--- src/design/gcol_pkg.sv ---
// Shared types and constants for the greedy graph coloring block.
// Used by gcol_ctrl, gcol_dp and greedy_graph_coloring; depends on nothing.
package gcol_pkg;

  localparam int NODE_W        = 10;
  localparam int COLOR_W       = 6;
  localparam int MASK_W        = 64;
  localparam int GROUP_W       = 8;
  localparam int NGROUPS       = MASK_W / GROUP_W;
  localparam int GIDX_W        = 3;
  localparam int MAX_COLORS    = 64;
  localparam int DEF_MAX_NODES = 1024;

  typedef struct packed {
    logic [NODE_W-1:0] node_index;
    logic [NODE_W-1:0] neighbor_index;
    logic              has_neighbor;
    logic              last_neighbor;
  } in_item_t;

  typedef struct packed {
    logic [NODE_W-1:0]  colored_node;
    logic [COLOR_W-1:0] assigned_color;
    logic               color_overflow;
  } out_item_t;

  // Commands from the controller to the datapath.
  typedef struct packed {
    logic load;   // latch the accepted item and start the color-store read
    logic mark;   // fold the read color into the used mask
    logic scan;   // first search stage over the used mask
    logic emit;   // write the color store, load the result, clear the mask
  } ctrl_cmd_t;

  // Status from the datapath to the controller.
  typedef struct packed {
    logic item_last;  // the held item ends its node
    logic out_busy;   // the result register is full and not taken this cycle
  } ctrl_sts_t;

endpackage

--- src/design/gcol_ctrl.sv ---
// Controller state machine for the greedy graph coloring block.
// Depends on gcol_pkg; drives the datapath gcol_dp through ctrl_cmd_t.
module gcol_ctrl (
  input  logic                clk,
  input  logic                rst_n,
  input  logic                in_valid,
  output logic                in_ready,
  input  gcol_pkg::ctrl_sts_t sts,
  output gcol_pkg::ctrl_cmd_t cmd
);

  typedef enum logic [1:0] {
    ST_IDLE,
    ST_LOOKUP,
    ST_SCAN,
    ST_EMIT
  } state_t;

  state_t state_r, state_nxt;
  logic   in_ready_r;

  always_comb begin
    state_nxt = state_r;
    cmd       = '0;
    case (state_r)
      ST_IDLE: begin
        if (in_valid && in_ready_r) begin
          cmd.load  = 1'b1;
          state_nxt = ST_LOOKUP;
        end
      end
      ST_LOOKUP: begin
        cmd.mark  = 1'b1;
        state_nxt = sts.item_last ? ST_SCAN : ST_IDLE;
      end
      ST_SCAN: begin
        cmd.scan  = 1'b1;
        state_nxt = ST_EMIT;
      end
      ST_EMIT: begin
        // Hold the finished color until the result register can take it.
        if (!sts.out_busy) begin
          cmd.emit  = 1'b1;
          state_nxt = ST_IDLE;
        end
      end
      default: begin
        state_nxt = ST_IDLE;
      end
    endcase
  end

  always_ff @(posedge clk) begin
    if (!rst_n) begin
      state_r    <= ST_IDLE;
      in_ready_r <= 1'b0;
    end else begin
      state_r    <= state_nxt;
      in_ready_r <= (state_nxt == ST_IDLE);
    end
  end

  assign in_ready = in_ready_r;

endmodule

--- config.mk ---
export PLATFORM = sky130hd
export DESIGN_NAME = gcol_ctrl
export DESIGN_NICKNAME = d
export VERILOG_FILES = /design/src/design/gcol_pkg.sv /design/src/design/gcol_ctrl.sv
export SDC_FILE = /design/constraint.sdc
export NUM_CORES = 1
export LEC_CHECK = 0
export ABC_AREA = 1
export BUFFER_PORTS_ARGS = -buffer_cell sky130_fd_sc_hd__buf_4
export CAP_MARGIN = 25
export CORE_AREA = 4 4 41 43
export CTS_CLUSTER_SIZE = 12
export DETAILED_ROUTE_END_ITERATION = 8
export DIE_AREA = 0 0 45 47
export GPL_ROUTABILITY_DRIVEN = 0
export HOLD_SLACK_MARGIN = 0.12
export MAX_ROUTING_LAYER = met4
export PLACE_DENSITY_LB_ADDON = 0.08
export SETUP_SLACK_MARGIN = 0.02
export SLEW_MARGIN = 20
export SYNTH_ARGS = -nofsm -noshare
export SYNTH_HDL_FRONTEND = slang
export SYNTH_SLANG_ARGS = --single-unit
--- constraint.sdc ---
create_clock -name clk -period 1.35 [get_ports clk]
set_input_delay 0.135 -clock clk [delete_from_list [all_inputs] [get_ports clk]]
set_output_delay 0.135 -clock clk [all_outputs]
set_load 0.02 [all_outputs]
==> qor.yml <==
status:
  status: "complete, no violations"
clock_network:
  cts_root_buffer: "clkbuf_4"
  numCtsBuffers: 3
  cts_hold_buf: 0
  cts.sinks: 3
  cts_resized: 0
  clkLatencyLatePin_ps: 230
  clkSlewWorstSetupHoldPaths_ps: 40
  clock_path_buffers: 2
  cts_tree: "built"
  htreeDepth: 1
  post_cts_buffers: 0
sta:
  finalHoldViolations: 0
  hold_ws_ps: 128
  skew_ps: 4.27
  finalCritPeriodShare_pct: 84.2
  fmax_mhz: 880
  setup_ws_ps: 214
  worst_slew_pin_slew_ps: 195
  setup_viol: 0
  drv_slew: 0
  layout_min_cycle_time_ps: 1140
  relSlewSlack_pct: 87.0
  rsz0062_at_grt: "no"
  tns_ps: 0
min_path:
  min_path_type: "primary input to flip-flop"
detailed_routing:
  wl_um: 393
  firstDrtPassIters: 1
  drt_iter0_markers: 0
  wl_per_cell_um: 7.71
  viasPerCell: 3.29
  vias: 168
  final_antenna_net_count: 0
  drc: 0
synth:
  syn_area_um2: 144
  netlist_instances: 23
  synth.ff_latch_count: 3
  ys.flop_type: "dfxtp_1"
  syn_area_per_cell_um2: 6.26
  syn-num-nets: 28
  yosysTopAreaCell: "dfxtp_1"
  synth_area_leaders: "dfxtp_1 (42%), inv_1 (13%), nor2_1 (13%)"
  synth_warnings: 0
  synth_commonest_cells: "inv_1 (5), nor2_1 (5), nand2_1 (4)"
  synth_top_area_share_pct: 41.7
  synth_async_sr_flop_share_pct: 0
  synth-edff-count: 0
  ys_seq_area_share_pct: 41.7
  synth_cell_type_count: 8
floorplanning:
  rows: 13
  initial_utilization_pct: 11.1
  ioPinCount: 10
  fp.dieW_um: 45
  dieArea_um2: 2120
  core_area_um2: 1300
  die-height_um: 47
setup_path:
  slowest_stage: "dfxtp_1"
  cp_cell_sequence: "nor2_1 > nand2_1 > inv_1 > buf_4"
  cp-start-kind: "flip-flop"
  crit_path_max_fanout: 4
  end_kind: "output port"
  max_stage_delay_ps: 400
  arrival_ps: 1000
  path_class: "flip-flop to output port"
  crit_required_ps: 1220
power_and_ir_drop:
  vdd_drop_max_mv: 0.304
  powerDensity_nw_per_um2: 1230
  p_leak_nw: 0.146
cells_and_area:
  antenna_cells: 0
  utilization_pct: 19.7
  area.growth.synth_to_final_pct: 78.3
  layout.nets: 42
  drive_above_1_share_pct: 41.7
placed_design:
  dpl.hpwl_um: 326
  port_buffers: 9
  post-place-ws_ps: 439
grt:
  antenna_found_initial: 0
  grt_max_degree: 6
  grt_pass1_wl_um: 627
  grt_usage_pct: 4.97
  gr-total-overflow: 0
  grt_pass1_vias: 162
run:
  max_cap_violations: 0
## critical path, delay by kind of cell, from the launching register on
family | cells | cell delay [ps]
flops | 1 | 400
simple gates | 2 | 180
buf+inv | 2 | 200
## cell usage in the layout (no fill, tap or decap)
cell	n
buf_4	9
nor2_1	5
inv_1	5
nand2_1	4
clkbuf_4	3
dfxtp_1	3
nand2_2	2
a21oi_1	2
inv_2	1
nand3_1	1
clkbuf_1	1
## kinds of logic (layout without fill, tap and decap cells)
kind of cell,after synthesis,after routing,synth area share (%)
flops,3,3,41.7
compound gates,2,2,6.96
buf+inv,6,19,15.7
simple gates,12,12,35.6
## registers in the layout (all words and copies together) (netlist names)
signal and cells:
in_ready 1, state_r 2
## report_power, final
group          switching (W)  total (W)  internal [W]  leakage [nW]
combinational      0.0000290  0.0000550     0.0000260         0.107
sequential        0.00000645   0.000102     0.0000960        0.0247
clock              0.0000466   0.000157      0.000111        0.0150
total              0.0000820   0.000315      0.000233         0.146
## layer usage
layer	track usage (%)	part of all wire (%)	up-vias
met1	4.76	42	66
met2	6.21	41	10
met5	-	0	-
met4	7.02	0	0
met3	2.30	16	0
li1	-	-	92
## through the flow
| step | std cells | area, um2 | power (W) |
|---|---|---|---|
| finish | 51 | 256 | 0.000315 |
| detailed placement | 47 | 230 | 0.000160 |
| global route | 51 | 256 | 0.000336 |
| floorplan | 23 | 144 | 0.000132 |
| global placement | 47 | 230 | 0.000160 |
| CTS | 51 | 256 | 0.000324 |
## path summary, 6_finish.rpt
| path | from | to | depth (start not counted) | slack [ps] |
|---|---|---|---|---|
| worst max-delay path | state_r[1]$_SDFF_PN0_ | cmd[3] | 4 | 210 |
| worst max register to register | state_r[0]$_SDFF_PN0_ | in_ready$_SDFF_PN0_ | 3 | 580 |
| worst min-delay path | rst_n | in_ready$_SDFF_PN0_ | 3 | 130 |
| worst min register to register | state_r[1]$_SDFF_PN0_ | state_r[1]$_SDFF_PN0_ | 2 | 550 |
## layout make-up
type	instances	area (um2)
Timing Repair Buffer	9	67.6
Tap cell	15	18.8
Inverter	6	22.5
Sequential cell	3	60.1
Multi-Input combinational cell	14	61.3
Fill cell	157	1040
Clock buffer	4	26.3
Note: power is estimated with default switching activity, not from simulation.
